[src/rtl/sfom_pkg.sv]
// Shared widths, codes and item types of the striped file offset mapper.
package sfom_pkg;

    localparam int OFF_W     = 63;
    localparam int LEN_W     = 32;
    localparam int DEN_W     = 32;
    localparam int STAT_W    = 2;
    localparam int CFG_IDX_W = 2;
    localparam int QDEPTH    = 4;
    localparam int QPTR_W    = 2;

    localparam logic [CFG_IDX_W-1:0] REG_STRIPE_UNIT  = 2'd0;
    localparam logic [CFG_IDX_W-1:0] REG_STRIPE_COUNT = 2'd1;
    localparam logic [CFG_IDX_W-1:0] REG_OBJECT_SIZE  = 2'd2;
    localparam logic [CFG_IDX_W-1:0] REG_FILE_SIZE    = 2'd3;

    localparam logic [STAT_W-1:0] STATUS_MAPPED     = 2'd0;
    localparam logic [STAT_W-1:0] STATUS_EOF        = 2'd1;
    localparam logic [STAT_W-1:0] STATUS_BAD_LAYOUT = 2'd2;

    typedef struct packed {
        logic [DEN_W-1:0] su;
        logic [DEN_W-1:0] sc;
        logic [DEN_W-1:0] os;
        logic [OFF_W-1:0] fs;
    } cfg_t;

    typedef struct packed {
        logic             eof;
        logic [OFF_W-1:0] off;
        logic [LEN_W-1:0] run1;
    } front_t;

    typedef struct packed {
        logic [STAT_W-1:0] status;
        logic [OFF_W-1:0]  objno;
        logic [DEN_W-1:0]  objoff;
        logic [LEN_W-1:0]  run;
    } result_t;

endpackage

[src/rtl/sfom_resq.sv]
// Result queue: parts the back end from the result consumer.
module sfom_resq (
    input  logic              clk,
    input  logic              rst_n,
    input  logic              wr,
    input  sfom_pkg::result_t wr_item,
    output logic              full,
    output logic              empty,
    input  logic              pop,
    output sfom_pkg::result_t rd_item
);
    import sfom_pkg::*;

    result_t           mem_reg [QDEPTH];
    logic [QPTR_W-1:0] wr_ptr_reg, rd_ptr_reg;
    logic [QPTR_W:0]   cnt_reg, cnt_next;
    logic              take;

    assign full    = cnt_reg == (QPTR_W+1)'(QDEPTH);
    assign empty   = cnt_reg == '0;
    assign rd_item = mem_reg[rd_ptr_reg];
    assign take    = pop && !empty;

    always_comb
    begin
        cnt_next = cnt_reg;
        if (wr && !take)
            cnt_next = cnt_reg + 1'b1;
        else if (take && !wr)
            cnt_next = cnt_reg - 1'b1;
    end

    always_ff @(posedge clk or negedge rst_n)
    begin
        if (!rst_n)
        begin
            wr_ptr_reg <= '0;
            rd_ptr_reg <= '0;
            cnt_reg    <= '0;
        end
        else
        begin
            if (wr)
                wr_ptr_reg <= wr_ptr_reg + 1'b1;
            if (take)
                rd_ptr_reg <= rd_ptr_reg + 1'b1;
            cnt_reg <= cnt_next;
        end
    end

    always_ff @(posedge clk)
    begin
        if (wr)
            mem_reg[wr_ptr_reg] <= wr_item;
    end

endmodule
[config.mk]
export PLATFORM = sky130hd
export DESIGN_NAME = sfom_resq
export DESIGN_NICKNAME = d
export VERILOG_FILES = /design/src/rtl/sfom_pkg.sv /design/src/rtl/sfom_resq.sv
export SDC_FILE = /design/constraint.sdc
export NUM_CORES = 1
export LEC_CHECK = 0
export ABC_CLOCK_PERIOD_IN_PS = 4400
export CORE_AREA = 5 5 325 247
export CTS_CLUSTER_SIZE = 8
export DETAILED_ROUTE_END_ITERATION = 10
export DIE_AREA = 0 0 330 252
export DONT_BUFFER_PORTS = 1
export PLACE_DENSITY = 0.42
export SLEW_MARGIN = 20
export SYNTH_ARGS = -nofsm -noshare
export SYNTH_HDL_FRONTEND = slang
export SYNTH_SLANG_ARGS = --single-unit
[constraint.sdc]
create_clock -name clk -period 4.4 [get_ports clk]
set_input_delay 0.44 -clock clk [delete_from_list [all_inputs] [get_ports clk]]
set_output_delay 0.44 -clock clk [all_outputs]
set_load 0.005 [all_outputs]
Word-level counts from Yosys, hierarchy flattened --
Memories as Yosys holds them, arrays and structs flattened. Cells that the tools add are included.
Cells by class: reduce and logical (&&, ||, !) cells 8, eq/ne operators 1, add/subtract/negate cells 4, multiplexer cells 4
Operators by type and width (count):
- $mux W3 | 2
- $add A2 B1 Y2 const B | 2
- $add A3 B1 Y3 const B | 1
- $eq A3 B3 Y1 const B | 1
- $logic_and A1 B1 Y1 | 3
- $logic_not A1 Y1 | 3
- $logic_not A3 Y1 | 1
- $sub A3 B1 Y3 const B | 1
- $mux W1 | 2
- $reduce_bool A2 Y1 | 1
Storage, ports and cells: memories 1, register bits after elaboration 7, logic and storage cells 21, bits of input ports 133, output and inout bits 131, bits in writable memories 516
Memory list:
- mem_reg | words 4, width 129, rd ports 1, clocked after Yosys merged registers in 0, write ports 1, RTL line sfom_resq.sv:14 | result_t mem_reg [QDEPTH];

Logic depth before layout (Yosys ltp) --
Gate-level depths: netlist of run 1.
depth in word-level cells 6, gate-level depth with buffers 8, gate-level depth less buffers 8

Worst setup path after synthesis of run 1 --
OpenSTA, ideal clock, no wires.
path type register to register, from register wr_ptr_reg[0], to memory mem_reg[0][0] (netlist bit), enable pin, data required time 3.897 ns, period minus slack after synthesis 4.084 ns, arrival 3.581 ns, buffers on the path 0, library setup time 0.503 ns, path slack 0.316 ns, stages on the path, launching flop included 4, cells stage by stage dfrtp_1 inv_1 ha_1 and2_1
RTL lines:
- from (decl) | RTL line sfom_resq.sv:15 | logic [QPTR_W-1:0] wr_ptr_reg, rd_ptr_reg;
- from (signal assigned) | RTL line sfom_resq.sv:44 | wr_ptr_reg <= wr_ptr_reg + 1'b1;
- to (decl) | RTL line sfom_resq.sv:14
Straight into the memory's write port.

==> flow_metrics.tcl, run 1 <==
set metrics [dict create \
    outcome "finished, final reports clean" \
    wl_um 41800 \
    stdcell_count 1962 \
    area_delta_synth_final_pct 24.9 \
    synth_edf_count 516 \
    synth-seq-cells 523 \
    largest_reg_flops 516 \
    num-fill-cells 7338 \
    skew_ps 10.8 \
    crit_chain "buf_4 > mux4_2" \
    required_ps 3960 \
    gp_congestion 0.645 \
    grt_usage_pct 9.90 \
    die-area_mm2 0.0832 \
    setup_slack_ps 1330 \
    drc_errors 0 \
    peakVddDrop_uv 307 \
    detail_route.wl_per_cell_um 21.3 \
    rows 88 \
    die-width_um 330 \
    synth_area_mm2 0.0190 \
    vias 8073 \
    drt_iter0_drc 381 \
    port_buffers 0 \
    finalCriticalPeriod_ps 3070 \
    worst_ep_arrival_time_ps 2630 \
    clock_path_buffers 3 \
    grt_pass1_vias 8949 \
    worstSetupPathType "reg -> out" \
    holdWs_ps 60.8 \
    dp_slack_ps 1800 \
    setup_viol 0 \
    boundaryPins 264 \
    dp_cells 1734 \
    synthArstFlopShare_pct 1.34 \
    cts-root-buf "clkbuf_16" \
    drive_above_1_share_pct 25.7 \
    power_per_cell_area_mw_per_mm2 653 \
    min_period_over_period_pct 69.8 \
    grt-ovfl-total 0 \
    final_nets 1048 \
    max_slew_margin_pct 37.6 \
    dr.pass1.iters 4 \
    core_area_mm2 0.0765 \
    startpoint_type "flip-flop" \
    cts_buffers 76 \
    clkTransAtPathRegs_ps 50 \
    rsz0062_at_grt "no" \
    fmax_ghz 0.325 \
    clock_sinks 523 \
    netlist_instances 709 \
    antenna_found_initial 4 \
    cp.buffers_inverters 1 \
    endpoint_kind "output pin" \
    grt_pass1_wl_um 60900 \
    ys_seq_area_share_pct 82.4 \
    ys_types 21 \
    finalCoreUtilization_pct 31.0 \
    cp_max_fo 37 \
    antenna_left 0 \
    hold_class "in -> reg" \
    dp_hpwl_um 23800 \
    worstMarginPinSlew_ps 936 \
    synth_nets 848 \
    h-tree-depth 3 \
    leakage_nw 7.45 \
    grt_max_degree 75 \
    finalHoldViolCount 0 \
    post-cts-setup-buffer-count 0 \
    worst_path_max_delay_cell "dfrtp_4" \
    synth_ff_type "edfxtp_1" \
    slowest_delay_ps 1000 \
    cts_resized 0 \
    insertion_delay_ps 590 \
    finalMaxSlewViolations 0 \
    drv_cap 0 \
    initial_utilization_pct 24.8 \
    die_h_um 252 \
    cts_tree "yes" \
    tns_ps 0 \
    critical_path.top_delay_family "flip-flops" \
    via_per_inst 4.11 \
    avgSynthCellArea_um2 26.8 \
    ys_warn_count 0 \
]
[cell type report]
| cell class | count | area, µm² | share of cell area, % |
|---|---|---|---|
| inverter | 4 | 15.0 | 0.0632 |
| multi-input combinational | 153 | 3120 | 13.1 |
| sequential | 523 | 15700 | 66.0 |
| antenna | 2 | 5.00 | 0.0211 |
| clock inverter | 3 | 16.3 | 0.0685 |
| tap | 1035 | 1290 | 5.45 |
| timing repair buffer | 151 | 1550 | 6.53 |
| clock buffer | 91 | 2060 | 8.69 |
[worst register-to-register path, delay by kind of cell (launching register included)]
family | cells | cell delay (ps)
and+or+nand+nor | 1 | 620
DFF | 1 | 420
buffers and inverters | 2 | 680
adders and majority gates | 1 | 140
[stage by stage]
step / power (mW) / area, µm²
after global routing: 16.3 / 23700
after detailed placement: 10.5 / 20300
after floorplan: 9.41 / 19000
final: 15.5 / 23700
after CTS: 16.0 / 23700
after global placement: 10.5 / 20300
[per-layer routing]
metal | up-vias | GRT usage (%) | part of all wire [%]
li1 | 3455 | - | -
met1 | 4311 | 12.2 | 41
met2 | 217 | 15.8 | 49
met3 | 86 | 3.94 | 7.5
met4 | 4 | 3.58 | 2.8
met5 | - | 0 | 0.055
[synth_stat cells, types with 2 or more instances]
cell      count  area [µm²]
ha_1          5        62.6
xnor2_1       3        26.3
inv_1         4        15.0
buf_1         2        7.51
nand2_1       2        7.51
edfxtp_1    516       15500
clkbuf_1      2        7.51
xor2_1        3        26.3
mux4_2      129        2910
and2_1        4        25.0
buf_6        11         124
buf_4         2        15.0
dfrtp_1       7         175
buf_2        12        60.1
[cell families (layout without fill, tap and decap cells)]
group / count (synthesis) / in the layout / share of synthesized area (%)
muxes: 130 / 130 / 15.3
AOI/OAI and AO/OA: 1 / 1 / 0.0263
DFF: 523 / 523 / 82.4
xor gates and xnor gates: 6 / 6 / 0.276
and+or+nand+nor: 10 / 10 / 0.290
buffers and inverters: 33 / 249 / 1.20
other: 0 / 2 / 0
adders and majority gates: 6 / 6 / 0.434
[where the power goes]
group	leakage [nW]	internal, mW	switching (mW)	total, mW
sequential	4.82	6.53	0.403	6.93
clock	1.02	3.23	1.93	5.16
combinational	1.62	1.53	1.89	3.42
total	7.45	11.3	4.23	15.5
[worst paths after layout]
check,from,endpoint,slack (ps),cells after the start
max in group asynchronous,rst_n,rd_ptr_reg[0]$_DFFE_PN0P_,3900,1
hold reg to reg,cnt_reg[2]$_DFFE_PN0P_,cnt_reg[2]$_DFFE_PN0P_,480,1
hold / removal,pop,rd_ptr_reg[0]$_DFFE_PN0P_,60,2
setup reg to reg,wr_ptr_reg[0]$_DFFE_PN0P_,mem_reg[0][47]$_DFFE_PP_,2160,4
min in group asynchronous,rst_n,rd_ptr_reg[1]$_DFFE_PN0P_,200,1
setup / recovery,rd_ptr_reg[0]$_DFFE_PN0P_,rd_item[112],1330,2
[what timing repair did]
item	4_1_cts	5_1_grt
hold buffers	132	0
setup endpoints to repair	0	0
endpoints found under the hold margin	526	0
[layout by cell type (no fill, tap or decap)]
cell           instances
edfxtp_1             516
dlygate4sd3_1        132
mux4_2               129
clkbuf_16             81
buf_4                 12
clkbuf_1              10
buf_12                 7
ha_1                   5
dfrtp_1                5
inv_1                  4
and2_4                 4
xnor2_1                3
xor2_1                 3
diode_2                2
nand2_1                2
dfrtp_4                2
or3_1                  1
nor3b_1                1
mux2_2                 1
o21ai_0                1
nand3_1                1
nor2_1                 1
fa_1                   1
clkinv_1               1
clkinv_2               1
clkinvlp_4             1
Note: power is estimated with default switching activity, not from simulation.
==> run 2: changes to the inputs <==
- ABC_CLOCK_PERIOD_IN_PS: 4400 -> 2620
- PLACE_DENSITY: 0.42 -> 0.43
- clock period: 4.4 -> 2.62 ns (I/O delays scaled with it)
==> flow_metrics.tcl, run 2 (synthesized netlist as in run 1, its figures left out) <==
set metrics [dict create \
    drive_above_1_share_pct 27.0 \
    drt_iter0_drc 419 \
    stdcell_area_mm2 0.0241 \
    outcome "finished, final reports clean" \
    r2r-start "cnt_reg[1]$_DFFE_PN0P_" \
    post-cts-setup-buffer-count 0 \
    endpoint_kind "output pin" \
    slowest_delay_ps 590 \
    finalHoldViolCount 0 \
    clock_sinks 523 \
    skew_ps 23.4 \
    grt_pass1_vias 8942 \
    core_area_mm2 0.0765 \
    insertion_delay_ps 590 \
    worstSetupPathType "reg -> out" \
    hold_class "in -> reg" \
    worstHoldStart "wr" \
    vias 8181 \
    r2r_slack_ps 540 \
    tns_ps 0 \
    via_per_inst 4.11 \
    reg2reg_depth 8 \
    crit_chain "buf_12 > buf_12 > mux4_2" \
    cp_common_cell "buf_12" \
    startpoint_type "flip-flop" \
    required_ps 2360 \
    boundaryPins 264 \
    die-area_mm2 0.0832 \
    grt_max_degree 70 \
    antenna_found_initial 5 \
    cts_tree "yes" \
    antenna_left 0 \
    setup_slack_ps 150 \
    final_cell_mix "edfxtp_1 (516), dlygate4sd3_1 (133), mux4_2 (129), clkbuf_16 (79), buf_12 (21)" \
    final-seq-area_mm2 0.0157 \
    worst_path_max_delay_cell "mux4_2" \
    max_slew_margin_pct 61.9 \
    wl_um 40900 \
    cts_buffers 75 \
    fmax_ghz 0.405 \
    worstMarginPinSlew_ps 572 \
    min_path_cells 1 \
    power_per_cell_area_mw_per_mm2 1090 \
    initial_utilization_pct 24.8 \
    critPathLaunch "rd_ptr_reg[0]$_DFFE_PN0P_" \
    final_common_cell "edfxtp_1" \
    clkTransAtPathRegs_ps 50 \
    dp_slack_ps 523 \
    finalCoreUtilization_pct 31.5 \
    clock_path_buffers 3 \
    rows 88 \
    grt-ovfl-total 0 \
    holdWs_ps 76.1 \
    h-tree-depth 3 \
    worst_ep_arrival_time_ps 2210 \
    cp_max_fo 24 \
    grt_pass1_wl_um 60500 \
    dr.pass1.iters 4 \
    largest_reg_flops 516 \
    drc_errors 0 \
    rsz0062_at_grt "no" \
    min_period_over_period_pct 94.3 \
    dp_hpwl_um 25100 \
    peakVddDrop_uv 491 \
    cts-root-buf "clkbuf_16" \
    finalCriticalPeriod_ps 2470 \
    gp_congestion 0.652 \
    detail_route.wl_per_cell_um 20.6 \
    placed_cell_area_mm2 0.0207 \
    die-width_um 330 \
    num-fill-cells 7295 \
    multi_input_area_mm2 0.00312 \
    setup_viol 0 \
    final_nets 1070 \
    drv_cap 0 \
    port_buffers 0 \
    leakage_nw 7.60 \
    finalMaxSlewViolations 0 \
    die_h_um 252 \
    area_delta_synth_final_pct 26.6 \
    grt_usage_pct 9.76 \
]
run 2: cell types whose count changed in the layout (fill, tap and decap cells not counted), sizes merged:
cell         delta
diode           +1
clkinvlp        -1
dlygate4sd3     +1
buf            +22
inv             +1
clkbuf          +3
run 2: per-stage QoR:
stage	cells	power (mW)
final	1989	26.3
after global routing	1987	27.7
after CTS	1986	27.1
after detailed placement	1756	18.0
after global placement	1756	18.0
after floorplan	709	15.7
run 2: power by group:
group          leakage [nW]  switching, mW  internal [mW]
sequential             4.82          0.398           11.0
combinational          1.78           3.51           2.88
clock                 0.999           3.22           5.32
run 2: final cells by class:
type,count,share of cell area (%)
Sequential cell,523,65.1
Multi-Input combinational cell,153,13.0
Clock buffer,94,8.45
Timing Repair Buffer,174,7.90
Tap cell,1035,5.38
Clock inverter,3,0.0676
Inverter,4,0.0624
Antenna cell,3,0.0312
run 2: routing by layer:
layer / share of wire (%) / GRT usage [%] / wire (µm)
met1: 42 / 12.4 / 17300
met2: 48 / 15.4 / 19600
met3: 7.1 / 3.64 / 2890
met4: 2.7 / 3.63 / 1120
met5: 0.061 / 0 / 25
run 2: what timing repair did:
action	4_1_cts	5_1_grt
hold buffers	133	0
hold endpoints to repair	529	0
gates resized for setup	0	0
endpoints found under the setup margin	0	0
run 2: worst max-delay path, delay by kind of cell, from the launching register on:
kind / cells / cell delay, ps
buffers and inverters: 2 / 470
flip-flops: 1 / 480
multiplexers: 1 / 590
run 2: worst paths after layout:
kind                                             end
setup / recovery                         rd_item[20]
hold / removal              mem_reg[0][22]$_DFFE_PP_
setup reg to reg              cnt_reg[2]$_DFFE_PN0P_
hold reg to reg               cnt_reg[2]$_DFFE_PN0P_
max in group asynchronous  rd_ptr_reg[0]$_DFFE_PN0P_
min in group asynchronous     cnt_reg[1]$_DFFE_PN0P_
