File: src/rtl/sfom_pkg.sv
// Shared widths, codes and item types of the striped file offset mapper.
package sfom_pkg;

    localparam int OFF_W     = 63;
    localparam int LEN_W     = 32;
    localparam int DEN_W     = 32;
    localparam int STAT_W    = 2;
    localparam int CFG_IDX_W = 2;
    localparam int QDEPTH    = 4;
    localparam int QPTR_W    = 2;

    localparam logic [CFG_IDX_W-1:0] REG_STRIPE_UNIT  = 2'd0;
    localparam logic [CFG_IDX_W-1:0] REG_STRIPE_COUNT = 2'd1;
    localparam logic [CFG_IDX_W-1:0] REG_OBJECT_SIZE  = 2'd2;
    localparam logic [CFG_IDX_W-1:0] REG_FILE_SIZE    = 2'd3;

    localparam logic [STAT_W-1:0] STATUS_MAPPED     = 2'd0;
    localparam logic [STAT_W-1:0] STATUS_EOF        = 2'd1;
    localparam logic [STAT_W-1:0] STATUS_BAD_LAYOUT = 2'd2;

    typedef struct packed {
        logic [DEN_W-1:0] su;
        logic [DEN_W-1:0] sc;
        logic [DEN_W-1:0] os;
        logic [OFF_W-1:0] fs;
    } cfg_t;

    typedef struct packed {
        logic             eof;
        logic [OFF_W-1:0] off;
        logic [LEN_W-1:0] run1;
    } front_t;

    typedef struct packed {
        logic [STAT_W-1:0] status;
        logic [OFF_W-1:0]  objno;
        logic [DEN_W-1:0]  objoff;
        logic [LEN_W-1:0]  run;
    } result_t;

endpackage

File: src/rtl/sfom_front.sv
// Front end: accept requests, flag end of file, pre-clamp the run, queue them.
module sfom_front (
    input  logic                  clk,
    input  logic                  rst_n,
    input  logic                  push,
    output logic                  full,
    input  logic [sfom_pkg::OFF_W-1:0] byte_offset,
    input  logic [sfom_pkg::LEN_W-1:0] request_length,
    input  logic [sfom_pkg::OFF_W-1:0] file_size,
    input  logic                  deq,
    output logic                  q_valid,
    output sfom_pkg::front_t      q_item
);
    import sfom_pkg::*;

    front_t             mem_reg [QDEPTH];
    logic [QPTR_W-1:0]  wr_ptr_reg, rd_ptr_reg;
    logic [QPTR_W:0]    cnt_reg, cnt_next;
    logic [OFF_W-1:0]   left;
    front_t             cls;
    logic               accept, take;

    // Classify: end of file, and clamp the length to what is left of the file.
    always_comb
    begin
        left     = file_size - byte_offset;
        cls.eof  = byte_offset >= file_size;
        cls.off  = byte_offset;
        if (left[OFF_W-1:LEN_W] != '0 || request_length <= left[LEN_W-1:0])
            cls.run1 = request_length;
        else
            cls.run1 = left[LEN_W-1:0];
    end

    assign full    = cnt_reg == (QPTR_W+1)'(QDEPTH);
    assign q_valid = cnt_reg != '0;
    assign q_item  = mem_reg[rd_ptr_reg];
    assign accept  = push && !full;
    assign take    = deq && q_valid;

    always_comb
    begin
        cnt_next = cnt_reg;
        if (accept && !take)
            cnt_next = cnt_reg + 1'b1;
        else if (take && !accept)
            cnt_next = cnt_reg - 1'b1;
    end

    always_ff @(posedge clk or negedge rst_n)
    begin
        if (!rst_n)
        begin
            wr_ptr_reg <= '0;
            rd_ptr_reg <= '0;
            cnt_reg    <= '0;
        end
        else
        begin
            if (accept)
                wr_ptr_reg <= wr_ptr_reg + 1'b1;
            if (take)
                rd_ptr_reg <= rd_ptr_reg + 1'b1;
            cnt_reg <= cnt_next;
        end
    end

    always_ff @(posedge clk)
    begin
        if (accept)
            mem_reg[wr_ptr_reg] <= cls;
    end

endmodule

File: config.mk
export PLATFORM = sky130hd
export DESIGN_NAME = sfom_front
export DESIGN_NICKNAME = d
export VERILOG_FILES = /design/src/rtl/sfom_pkg.sv /design/src/rtl/sfom_front.sv
export SDC_FILE = /design/constraint.sdc
export NUM_CORES = 1
export LEC_CHECK = 0
export BUFFER_PORTS_ARGS = -buffer_cell sky130_fd_sc_hd__buf_2
export CAP_MARGIN = 20
export CORE_ASPECT_RATIO = 0.7
export CORE_MARGIN = 2
export CORE_UTILIZATION = 35
export DETAILED_ROUTE_END_ITERATION = 8
export GPL_TIMING_DRIVEN = 0
export PLACE_DENSITY = 0.57
export SLEW_MARGIN = 10
export SYNTH_ARGS = -nofsm -noshare
export SYNTH_HDL_FRONTEND = slang
export SYNTH_SLANG_ARGS = --single-unit
File: constraint.sdc
create_clock -name clk -period 4.4 [get_ports clk]
set_input_delay 1.32 -clock clk [delete_from_list [all_inputs] [get_ports clk]]
set_output_delay 1.32 -clock clk [all_outputs]
set_load 0.05 [all_outputs]
Word level (Yosys, flattened, before mapping)
Memories as Yosys holds them, arrays and structs flattened.
Cells that the tools add are included.
{"block": "word_totals", "latch_bits": 0, "register_bits": 7, "memories": 1, "romBits": 0, "ram_bits": 384, "elab_cells": 28, "inputBits": 162}
{"name": "mem_reg", "depth": 4, "width": 96, "rd": 1, "rd_clocked_by_memory_dff": 0, "wr": 1, "line_no": "sfom_front.sv:16", "rtl": "front_t mem_reg [QDEPTH];"}
{"block": "classes", "n_bitwise": 0, "n_addsub": 5, "n_mux": 5, "mul": 0, "n_reduce_logical": 11, "n_lt_le_gt_ge": 2, "n_div": 0, "shifts": 0, "n_eq_ne": 1}
{"operator": "63-bit >= comparator", "count": 1}
{"operator": "63-bit subtractor", "count": 1}
{"operator": "32-bit <= comparator", "count": 1}
{"operator": "32-bit 2-to-1 mux", "count": 1}
{"operator": "31-bit nonzero test", "count": 1}
{"operator": "3-bit 2-to-1 mux", "count": 2}
{"operator": "2-bit by 1-bit adder with 2-bit output (second input constant)", "count": 2}
{"operator": "1-bit logical AND", "count": 4}
{"operator": "3-bit by 1-bit adder with 3-bit output (second input constant)", "count": 1}
{"operator": "3-bit == test (second input constant)", "count": 1}
{"operator": "1-bit zero test", "count": 3}
{"operator": "3-bit nonzero test", "count": 1}
{"operator": "3-bit by 1-bit subtractor with 3-bit output (second input constant)", "count": 1}
{"operator": "1-bit 2-to-1 mux", "count": 2}
{"operator": "2-bit nonzero test", "count": 1}
{"operator": "1-bit logical OR", "count": 1}

Logic depth before layout (Yosys ltp)
Gate-level depths: netlist (run 1).
{"block": "logic_depth", "depth_word": 7, "depth_mapped": 27, "depth_no_buf": 24}

Worst setup path before layout (run 1)
OpenSTA, ideal clock, no wires.
{"block": "synth_path", "path_kind": "input to register", "from": "input port file_size[0] (netlist bit)", "to": "memory mem_reg[0][1] (netlist bit), data pin", "t_required_ps": 4127, "arrival_ps": 5719, "setup_time_ps": 273, "n_path_buf": 1, "cell_stages": 22, "slack_ps": -1592, "cell_sequence": "inv_1 > ha_1 > inv_1 > fa_1 > a211oi_1 > o21ai_1 > a32o_1 > a21o_1 > or3_1 > a21oi_1 > xor2_1 > ha_1 > nand4_1 > nor4_1 > a21boi_0 > o32ai_1 > nor4_1 > nand4_1 > nor4_1 > and4_1 > buf_6 > mux2_1"}
{"element": "start, declared", "line_no": "sfom_front.sv:9", "rtl": "input logic [sfom_pkg::OFF_W-1:0] file_size,"}
{"element": "end, declared", "line_no": "sfom_front.sv:16"}

==> results of run 1 <==
[cells by family (layout without fill, tap and decap cells)]
| kind of cell | after synthesis | in the layout |
|---|---|---|
| compound gates | 298 | 298 |
| xor+xnor | 48 | 48 |
| fa+ha+maj | 102 | 102 |
| buf+inv | 182 | 531 |
| flops | 391 | 391 |
| mux | 134 | 134 |
| other cells | 0 | 11 |
| simple gates | 306 | 306 |
[path summary, 6_finish.rpt]
check	slack (ns)	endpoint	start
worst min register to register	0.48	cnt_reg[2]	cnt_reg[2]
min in group asynchronous	0.57	rd_ptr_reg[1]	rst_n
worst min-delay path	0.48	cnt_reg[2]	cnt_reg[2]
worst max register to register	1.99	mem_reg[1][81]	cnt_reg[2]
max in group asynchronous	3.65	rd_ptr_reg[0]	rst_n
worst max-delay path	-1.88	mem_reg[1][1]	file_size[0]
[metal layers]
metal | vias up | share of wire (%) | track usage, %
met4 | 16 | 1.6 | 3.81
met1 | 6783 | 46 | 27.5
met3 | 82 | 8.0 | 4.36
met5 | - | 0.17 | 0
li1 | 6333 | - | -
met2 | 434 | 45 | 29.0
[per-stage QoR]
| stage | setup TNS [ns] | area, um2 | cells | worst slack (ns) |
|---|---|---|---|---|
| global placement | -1230.67 | 22400 | 2470 | -3.29 |
| CTS | -251.68 | 24600 | 2554 | -2.02 |
| finish | -231.98 | 24900 | 2571 | -1.88 |
| global route | -256.92 | 24800 | 2563 | -2.06 |
| floorplan | -142.63 | 20200 | 1461 | -1.13 |
| detailed placement | -416.74 | 22700 | 2479 | -3.33 |
[cells in the final DEF, fill, tap and decap left out, types with 6 or more instances in the layout]
| cell type | instances |
|---|---|
| o21a_1 | 8 |
| nand2_1 | 92 |
| edfxtp_1 | 384 |
| clkinv_1 | 7 |
| xnor2_1 | 20 |
| dfrtp_1 | 6 |
| nor2_1 | 71 |
| o211ai_1 | 15 |
| mux4_2 | 96 |
| a211oi_1 | 12 |
| mux2i_4 | 31 |
| buf_2 | 259 |
| a21oi_1 | 99 |
| nand2b_1 | 7 |
| nor4_1 | 8 |
| xor2_1 | 20 |
| buf_1 | 7 |
| or3_1 | 9 |
| o21ai_0 | 54 |
| ha_1 | 96 |
| buf_16 | 12 |
| clkbuf_1 | 45 |
| inv_1 | 114 |
| a21oi_2 | 8 |
| clkbuf_16 | 41 |
| o21ai_1 | 11 |
| diode_2 | 11 |
| a21o_1 | 21 |
| nand3_1 | 21 |
| nor3_1 | 25 |
| buf_4 | 18 |
| nand4_1 | 41 |
[power by group through the flow]
stage | clock (uW) | combinational, uW | sequential [uW]
floorplan | 0 | 4710 | 5150
global placement | 0 | 6310 | 5250
detailed placement | 0 | 6500 | 5130
CTS | 3400 | 6560 | 5100
global route | 3540 | 6920 | 5150
finish | 3310 | 6540 | 5090
[worst reg2reg max path, stage by stage, from the launching register on]
cell      delay (ns)
dfrtp_1         0.39
nor3b_1         0.16
nor2b_1         0.11
clkbuf_1        0.32
and2_4          0.39
buf_16          0.29
buf_16          0.30
[final cells by class]
type	count	area, um2
fill	5172	31900
sequential	391	11700
multi-input combinational	888	8380
timing repair buffer	290	1780
clock buffer	53	1050
tap	750	938
inverter	117	452
buffer	51	297
clock inverter	20	219
antenna	11	27.5
[repair_timing]
item,in CTS,in global routing
setup endpoints to repair,224,128
pin swaps,17,7
setup buffers,10,8
gates cloned,2,1
resized for setup,98,33
hold endpoints to repair,0,0
==> impl_metrics.env, run 1 <==
export IMPL_main_combinational_cell_family_by_area_after_synthesis="multiplexers"
export IMPL_syn_mean_instance_area_um2=13.7
export IMPL_synthDistinctLibCells=71
export IMPL_routed_length_per_placed_instance_um=22.3
export IMPL_slowest_stage="nor4_4"
export IMPL_yosysWarningCount=0
export IMPL_number_of_routed_nets_with_antenna_violations=0
export IMPL_cp_num_buf_inv=6
export IMPL_tritoncts="yes"
export IMPL_worstSetupPathType="in2reg"
export IMPL_synth_compound_gate_area_share_pct=9.31
export IMPL_top_cell_family_by_delay_on_the_critical_path="simple AND/OR/NAND/NOR gates"
export IMPL_finalHoldViolations=0
export IMPL_grt_setup_unrepaired="true"
export IMPL_timing_critical_path_arrival_ns=6.60
export IMPL_core_region_area_mm2=0.0567
export IMPL_postSynth_asyncResetShare_pct=1.79
export IMPL_cap_viol_max_count=0
export IMPL_num_nets_final=2043
export IMPL_clk_sink_count=391
export IMPL_routed_via_count=13600
export IMPL_netlist_top_cell_by_area="edfxtp_1"
export IMPL_cell_internal_pwr_uw=8750
export IMPL_timing_critical_path_cells="buf_8 -> inv_12 -> ha_4 -> inv_2 -> fa_2 -> a211oi_4 -> o21ai_4 -> a32o_2 -> a21o_1 -> or3_4 -> buf_6 -> xnor2_4 -> ha_1 -> nand4_1 -> nor4_4 -> a21boi_4 -> o32ai_4 -> nor4_1 -> nand4_1 -> nor4_4 -> and4_4 -> buf_12 -> buf_6 -> mux2_4"
export IMPL_power_switching_fraction_pct=41.4
export IMPL_cts_inserted_buffers=40
export IMPL_status="finished, violations left"
export IMPL_maxSlewViolCount=0
export IMPL_peakVddDrop_v=0.000476
export IMPL_setup_viol=128
export IMPL_weighted_congestion_reported_at_the_end_of_routability_driven_placement=0.867
export IMPL_finalCoreUtilization_pct=43.8
export IMPL_clock_skew_ns=0.0244
export IMPL_power_frac_seq_pct=34.1
export IMPL_basic_gate_share_of_the_synthesized_area_counting_and_or_nand_and_nor_cells_pct=7.39
export IMPL_largest_net_degree_at_the_start_of_global_routing=48
export IMPL_leakage_uw=0.00907
export IMPL_drive_gt1_share_pct=30.5
export IMPL_fmax_mhz=159
export IMPL_postSynthCellCount=1461
export IMPL_globalRouteOverflowTotal=0
export IMPL_die_height_um=204
export IMPL_reg2reg_depth=6
export IMPL_timing_critical_path_depth=24
export IMPL_critical_path_max_stage_delay_ns=0.43
export IMPL_synthMuxAreaShare_pct=12.7
export IMPL_max_clock_path_buffers=3
export IMPL_first_pass_grt_wire_length_mm=84.0
export IMPL_synth_top_cell_area_share_pct=57.5
export IMPL_worst_hold_path_type="reg2reg"
export IMPL_synth_top_flop_cell="edfxtp_1"
export IMPL_synth_nets=1725
export IMPL_final_period_demand_of_the_worst_path_ns=6.28
export IMPL_io_buffer_count=259
export IMPL_synth_seq_area_share_pct=58.4
export IMPL_synth_edf_count=384
export IMPL_synth_commonest_cells="edfxtp_1, inv_1, a21oi_1, ha_1, mux4_2"
export IMPL_fin_crit_sh_pct=143
export IMPL_synthTopCellsByArea="edfxtp_1, mux4_2, ha_1"
export IMPL_count_leader_synth="edfxtp_1"
export IMPL_power_net_switching_uw=6190
export IMPL_routed_wirelength_mm=57.2
export IMPL_syn_to_final_growth_pct=23.9
export IMPL_drcViolationCount=0
export IMPL_timing_hold_worst_path_depth=1
export IMPL_power_combinational_fraction_pct=43.7
export IMPL_start_kind="primary input"
export IMPL_post_synth_instance_area_mm2=0.0201
export IMPL_worst_endpoint_required_ns=4.72
export IMPL_cts_hold_repair_buffers=0
export IMPL_synth_seq_cells=391
export IMPL_fp_dieW_um=290
export IMPL_power_share_clock_pct=22.2
export IMPL_p_total_uw=14900
export IMPL_vias_in_the_first_global_route=13500
export IMPL_avgViaCountPerCell=5.31
export IMPL_clock_tree_htree_level_count=2
export IMPL_start_util_pct=35.4
export IMPL_crit_end_category="flop"
export IMPL_post_synthesis_xor_xnor_area_fraction_pct=2.10
export IMPL_cell_at_the_root_of_the_clock_tree="clkbuf_16"
export IMPL_adder_cell_share_of_the_synthesized_area_pct=6.44
export IMPL_grt_use_total_pct=18.9
export IMPL_grt_antenna_before_repair=20
export IMPL_num_io_pins=260
export IMPL_worstMarginPinSlew_ns=0.963
export IMPL_row_count=73
export IMPL_violations_in_the_final_reports="setup timing"
export IMPL_critical_path_peak_fanout=8
export IMPL_final_setup_worst_slack_ns=-1.88
export IMPL_final_hold_worst_slack_ns=0.479
export IMPL_clock_latency_ns=0.59
export IMPL_drt_iter0_markers=1256
export IMPL_largest_reg_flops=384
export IMPL_power_density_mw_per_mm2=601
export IMPL_detail_route_first_pass_iterations=5
export IMPL_relSlewSlack_pct=35.8
export IMPL_clk_pin_slew_ns=0.06
export IMPL_floorplan_die_area_mm2=0.0593
export IMPL_dp_hpwl_mm=42.9
No activity file was read; power rests on OpenSTA's default activity.
==> run 2: changes to the inputs <==
CELL_PAD_IN_SITES_DETAIL_PLACEMENT = 1   (was default)
CELL_PAD_IN_SITES_GLOBAL_PLACEMENT = 2   (was default)
PLACE_DENSITY = 0.75   (was 0.57)
==> run 2 against run 1 <==
  * The flow still finishes with violations (setup timing)
  * Via count grew 2.3%
  * First-iteration DRC count shrank 11%
  * Sequential cell count is the same
  * Maximum frequency grew 0.58%
  * Count of clock-buffer cells in the layout shrank 5
  * Register-to-register slack lost 0.06 ns
  * Global-route usage grew 2.0 points
  * Non-clock buffer count grew 2
  * Core utilization is essentially flat
  * Critical endpoint is now mem_reg[2][1]
  * Largest cell class unchanged
  * Largest power group unchanged
==> impl_metrics.env, run 2 (synthesis results as in run 1) <==
export IMPL_power_density_mw_per_mm2=612
export IMPL_clk_pin_slew_ns=0.07
export IMPL_worstSetupPathType="in2reg"
export IMPL_grt_setup_unrepaired="true"
export IMPL_worst_endpoint_required_ns=4.72
export IMPL_tritoncts="yes"
export IMPL_fp_dieW_um=290
export IMPL_fmax_mhz=160
export IMPL_timing_critical_path_arrival_ns=6.56
export IMPL_maxSlewViolCount=0
export IMPL_drt_iter0_markers=1117
export IMPL_drcViolationCount=0
export IMPL_cell_at_the_root_of_the_clock_tree="clkbuf_16"
export IMPL_final_period_demand_of_the_worst_path_ns=6.24
export IMPL_grt_antenna_before_repair=16
export IMPL_detail_route_first_pass_iterations=5
export IMPL_cell_internal_pwr_uw=8900
export IMPL_slowest_stage="fa_2"
export IMPL_violations_in_the_final_reports="setup timing"
export IMPL_power_share_clock_pct=22.9
export IMPL_r2r_end="mem_reg[1][60]"
export IMPL_power_net_switching_uw=6320
export IMPL_row_count=73
export IMPL_io_buffer_count=259
export IMPL_drive_gt1_share_pct=30.6
export IMPL_num_io_pins=260
export IMPL_peakVddDrop_v=0.000403
export IMPL_clock_tree_htree_level_count=2
export IMPL_floorplan_die_area_mm2=0.0593
export IMPL_reg2reg_depth=6
export IMPL_vias_in_the_first_global_route=14600
export IMPL_critical_path_peak_fanout=8
export IMPL_reg2reg_from="cnt_reg[2]"
export IMPL_relSlewSlack_pct=38.9
export IMPL_status="finished, violations left"
export IMPL_routed_via_count=14000
export IMPL_routed_wirelength_mm=62.6
export IMPL_globalRouteOverflowTotal=0
export IMPL_final_common_cell="edfxtp_1"
export IMPL_finalHoldViolations=0
export IMPL_cap_viol_max_count=0
export IMPL_num_nets_final=2047
export IMPL_max_clock_path_buffers=3
export IMPL_syn_to_final_growth_pct=24.1
export IMPL_core_region_area_mm2=0.0567
export IMPL_power_combinational_fraction_pct=43.6
export IMPL_power_frac_seq_pct=33.5
export IMPL_start_kind="primary input"
export IMPL_clk_sink_count=391
export IMPL_cts_inserted_buffers=42
export IMPL_clock_skew_ns=0.0195
export IMPL_layoutNonFillerInstCount=2574
export IMPL_number_of_routed_nets_with_antenna_violations=0
export IMPL_placed_cell_count=2480
export IMPL_timing_critical_path_depth=25
export IMPL_top_cell_family_by_delay_on_the_critical_path="simple AND/OR/NAND/NOR gates"
export IMPL_timing_setup_tns_ns=-229.26
export IMPL_timing_hold_worst_path_depth=1
export IMPL_weighted_congestion_reported_at_the_end_of_routability_driven_placement=0.870
export IMPL_worst_hold_path_type="reg2reg"
export IMPL_cp_num_buf_inv=6
export IMPL_fin_crit_sh_pct=142
export IMPL_largest_net_degree_at_the_start_of_global_routing=47
export IMPL_leakage_uw=0.00911
export IMPL_start_util_pct=35.4
export IMPL_routed_length_per_placed_instance_um=24.3
export IMPL_power_switching_fraction_pct=41.5
export IMPL_worstMarginPinSlew_ns=0.917
export IMPL_die_height_um=204
export IMPL_avgViaCountPerCell=5.43
export IMPL_clock_latency_ns=0.59
export IMPL_crit_end_category="flop"
export IMPL_critical_path_max_stage_delay_ns=0.42
export IMPL_r2r_slack_ns=1.93
export IMPL_grt_use_total_pct=20.9
export IMPL_mostFrequentLayoutCells="edfxtp_1, buf_2, inv_1"
export IMPL_hold_path_startpoint="cnt_reg[2]"
export IMPL_final_setup_worst_slack_ns=-1.84
export IMPL_dp_hpwl_mm=47.5
export IMPL_finalCoreUtilization_pct=43.9
export IMPL_fill_cells=5889
export IMPL_first_pass_grt_wire_length_mm=92.7
export IMPL_finalInstanceArea_mm2=0.0249
export IMPL_setup_viol=128
export IMPL_worst_hold_path_endpoint="cnt_reg[2]"
export IMPL_placed_cell_area_mm2=0.0227
export IMPL_largest_reg_flops=384
## run 2: per-layer routing
| layer | wire, um | GRT usage, % | vias up |
|---|---|---|---|
| met1 | 29100 | 30.9 | 7167 |
| met5 | 66 | 0 | - |
| met4 | 776 | 3.44 | 12 |
| met3 | 4410 | 4.26 | 67 |
| li1 | - | - | 6337 |
| met2 | 28300 | 32.3 | 381 |
## run 2: power groups by stage
stage / registers, uW / clock network (uW) / logic [uW]
3_3_place_gp: 5240 / 0 / 6350
4_1_cts: 5100 / 3580 / 6660
2_1_floorplan: 5150 / 0 / 4710
6_report: 5090 / 3490 / 6640
5_1_grt: 5150 / 3700 / 7040
3_5_place_dp: 5150 / 0 / 6580
## run 2: layout make-up
type / count / area (um2) / share of cell area, %
diodes: 10 / 25.0 / 0.101
plain buffers: 51 / 265 / 1.07
clock buffers: 48 / 1070 / 4.31
clock inverters: 27 / 269 / 1.08
inverters: 117 / 452 / 1.82
multi-input cells: 888 / 8360 / 33.6
flip-flops and latches: 391 / 11700 / 47.1
well taps: 750 / 938 / 3.77
repair buffers: 292 / 1790 / 7.19
## run 2: worst max-delay path by stage
stage / startpoint / to / slack (ns)
finish: file_size[0] / mem_reg[2][1] / -1.84
detailed placement: byte_offset[6] / mem_reg[3][26] / -3.37
global route: byte_offset[14] / mem_reg[0][1] / -1.96
global placement: byte_offset[6] / mem_reg[0][26] / -3.30
CTS: file_size[0] / mem_reg[0][19] / -1.98
floorplan: file_size[0] / mem_reg[0][1] / -1.13
## run 2: repair_timing
item                       in CTS  in global routing
pin swaps                      19                 17
setup endpoints to repair     224                140
hold buffers                    0                  0
resized for setup              87                 44
cloned                          1                  2
buffers inserted               11                  9
## run 2: stage by stage
step	total power, uW	hold slack [ns]	setup WS, ns
2_1_floorplan	9860	0.447	-1.13
3_3_place_gp	11600	0.464	-3.30
3_5_place_dp	11700	0.470	-3.37
4_1_cts	15300	0.484	-1.98
5_1_grt	15900	0.503	-1.96
6_report	15200	0.479	-1.84
## run 2: worst reg2reg max path, stage by stage, from the launching register on
cell and delay [ns]:
dfrtp_1 0.40, nor3b_1 0.16, nor2b_1 0.11, clkbuf_1 0.32, and2_4 0.52, buf_12 0.29, buf_16 0.27
==> run 3: changes to the inputs <==
ABC_AREA = 1   (was default)
PLACE_DENSITY = 0.83   (was 0.75)
==> run 3 against run 2 <==
  * The run still ends with setup timing left
  * Worst setup slack better by 1.5 ns
  * Combinational power is 28% higher
  * Synthesized cell count is 73% higher
  * Power is 12% higher
  * Cell count is 47% higher
  * Via count is 38% higher
  * Routed wire length is 30% higher
  * First-iteration DRC count is 6.0% higher
  * Register-to-register slack worse by 0.28 ns
  * Clock skew is 0.00076 ns lower
  * Largest power group unchanged
==> impl_metrics.env, run 3 <==
export IMPL_slowest_stage="xor2_4"
export IMPL_final_period_demand_of_the_worst_path_ns=4.77
export IMPL_number_of_routed_nets_with_antenna_violations=0
export IMPL_grt_use_total_pct=24.7
export IMPL_finalInstanceArea_mm2=0.0291
export IMPL_routed_via_count=19300
export IMPL_tritoncts="yes"
export IMPL_synth_top_cell_area_share_pct=52.9
export IMPL_drive_gt1_share_pct=28.0
export IMPL_synthTopCellsByArea="edfxtp_1, nand2_1, inv_1"
export IMPL_synthDistinctLibCells=39
export IMPL_finalHoldViolations=0
export IMPL_worst_path_most_repeated_cell="nand2_4"
export IMPL_setup_viol=128
export IMPL_yosysWarningCount=0
export IMPL_routed_length_per_placed_instance_um=21.4
export IMPL_crit_end_category="flop"
export IMPL_syn_to_final_growth_pct=33.3
export IMPL_globalRouteOverflowTotal=0
export IMPL_detail_route_first_pass_iterations=5
export IMPL_dp_hpwl_mm=61.7
export IMPL_worstSetupPathType="in2reg"
export IMPL_critical_path_max_stage_delay_ns=0.30
export IMPL_worst_endpoint_required_ns=4.82
export IMPL_synth_top_flop_cell="edfxtp_1"
export IMPL_weighted_congestion_reported_at_the_end_of_routability_driven_placement=0.881
export IMPL_violations_in_the_final_reports="setup timing"
export IMPL_avgViaCountPerCell=5.08
export IMPL_core_region_area_mm2=0.0615
export IMPL_largest_reg_flops=384
export IMPL_fmax_mhz=210
export IMPL_fin_crit_sh_pct=108
export IMPL_clk_sink_count=391
export IMPL_postSynthCellCount=2527
export IMPL_clk_pin_slew_ns=0.06
export IMPL_timing_critical_path_arrival_ns=5.19
export IMPL_grt_antenna_before_repair=5
export IMPL_power_density_mw_per_mm2=586
export IMPL_cell_at_the_root_of_the_clock_tree="clkbuf_16"
export IMPL_cap_viol_max_count=0
export IMPL_maxSlewViolCount=0
export IMPL_status="finished, violations left"
export IMPL_max_clock_path_buffers=3
export IMPL_mostFrequentLayoutCells="nand2_1, edfxtp_1, inv_1"
export IMPL_drcViolationCount=0
export IMPL_relSlewSlack_pct=58.8
export IMPL_final_common_cell="nand2_1"
export IMPL_clock_latency_ns=0.57
export IMPL_synth_seq_area_share_pct=53.7
export IMPL_netlist_top_cell_by_area="edfxtp_1"
export IMPL_worst_hold_path_type="reg2reg"
export IMPL_io_buffer_count=259
export IMPL_count_leader_synth="nand2_1"
export IMPL_postSynth_asyncResetShare_pct=1.79
export IMPL_start_kind="primary input"
export IMPL_routed_wirelength_mm=81.2
export IMPL_placed_cell_area_mm2=0.0247
export IMPL_peakVddDrop_v=0.000426
export IMPL_clock_skew_ns=0.0187
export IMPL_vias_in_the_first_global_route=19600
export IMPL_clock_tree_htree_level_count=2
export IMPL_synth_nets=2791
export IMPL_syn_mean_instance_area_um2=8.62
export IMPL_num_nets_final=3206
export IMPL_first_pass_grt_wire_length_mm=119
export IMPL_final_setup_worst_slack_ns=-0.371
export IMPL_synth_commonest_cells="nand2_1, inv_1, edfxtp_1, nor2_1, o21ai_0"
export IMPL_synth_edf_count=384
export IMPL_synth_seq_cells=391
export IMPL_fp_dieW_um=302
export IMPL_grt_setup_unrepaired="true"
export IMPL_row_count=76
export IMPL_floorplan_die_area_mm2=0.0643
export IMPL_critical_path_peak_fanout=5
export IMPL_leakage_uw=0.0124
export IMPL_cts_inserted_buffers=40
export IMPL_start_util_pct=35.4
export IMPL_post_synth_instance_area_mm2=0.0218
export IMPL_num_io_pins=260
export IMPL_largest_net_degree_at_the_start_of_global_routing=27
export IMPL_r2r_slack_ns=1.65
export IMPL_drt_iter0_markers=1184
export IMPL_die_height_um=213
export IMPL_timing_setup_tns_ns=-37.98
export IMPL_worstMarginPinSlew_ns=0.617
==> run 3: changes by cell type after synthesis, sizes merged, moves of 13 or more <==
cell    before  now
a21oi      111   67
nand2       94  656
o21ai       67  213
o22ai        3   96
a211oi      17    0
nand4       42   16
nor4        14    1
nor2        74  334
inv        117  406
a21o        21    0
mux2i       35    0
nand3       21   91
o211ai      15    0
mux4        96    0
==> run 3: final timing paths <==
check,startpoint,to,cells past startpoint
min,wr_ptr_reg[0],wr_ptr_reg[0],1
max reg2reg,cnt_reg[2],mem_reg[3][55],8
min reg2reg,wr_ptr_reg[0],wr_ptr_reg[0],1
max,file_size[2],mem_reg[2][25],30
max in group asynchronous,rst_n,rd_ptr_reg[0],1
min in group asynchronous,rst_n,cnt_reg[0],1
==> run 3: report_power, final <==
group          internal, uW  switching [uW]  leakage [uW]
sequential             4900             231       0.00360
combinational          2150            6320       0.00819
clock                  1920            1510      0.000624
==> run 3: cell families (layout without fill, tap and decap cells) <==
| group | Yosys count | in the layout | synth area share [%] |
|---|---|---|---|
| other | 0 | 3 | 0 |
| and+or+nand+nor | 1133 | 1133 | 20.9 |
| xor gates and xnor gates | 34 | 34 | 1.37 |
| DFF | 391 | 391 | 53.7 |
| adders and majority gates | 102 | 102 | 5.93 |
| AOI/OAI and AO/OA | 388 | 388 | 9.61 |
| buffers and inverters | 478 | 922 | 8.44 |
| muxes | 1 | 1 | 0.0517 |
==> run 3: critical path, delay by kind of cell <==
kind                     cells  cell delay [ns]
AND/OR/NAND/NOR             21             2.20
buffers and inverters        5             0.63
XOR/XNOR                     1             0.30
AO/OA/AOI/OAI                1             0.16
adder cells (fa/ha/maj)      2             0.56
==> run 3: final cells by class <==
| type | instances | area, um2 |
|---|---|---|
| inverter | 407 | 1570 |
| clock inverter | 27 | 268 |
| tap | 819 | 1020 |
| multi-input combinational | 1658 | 10400 |
| sequential | 391 | 11700 |
| fill | 7117 | 32500 |
| timing repair buffer | 374 | 2690 |
| antenna | 3 | 7.51 |
| clock buffer | 44 | 1020 |
| buffer | 70 | 373 |
==> run 3: repair_timing <==
| action | in CTS | in global routing |
|---|---|---|
| gates cloned | 6 | 0 |
| gates resized for setup | 419 | 163 |
| buffers inserted | 66 | 24 |
| endpoints found under the setup margin | 224 | 159 |
| pin swaps | 107 | 93 |
| hold buffers | 0 | 0 |
==> run 3: stage by stage <==
step	hold WS (ns)	worst slack, ns	instances	total power, uW	util (%)
2_1_floorplan	0.494	-0.284	2527	10400	-
3_3_place_gp	0.507	-2.73	3605	12900	39.5
3_5_place_dp	0.519	-2.20	3624	13200	40.2
4_1_cts	0.533	-0.379	3766	17000	45.9
5_1_grt	0.563	-0.523	3793	17900	47.2
6_report	0.531	-0.371	3793	17000	47.2
==> run 3: per-layer routing <==
metal  vias to the layer above  track usage (%)  wire length, um
met5                         -                0                0
met4                         0             5.38             1440
met3                        89             3.65             4670
met2                       488             39.9            38000
met1                      9545             35.2            37000
li1                       9145                -                -
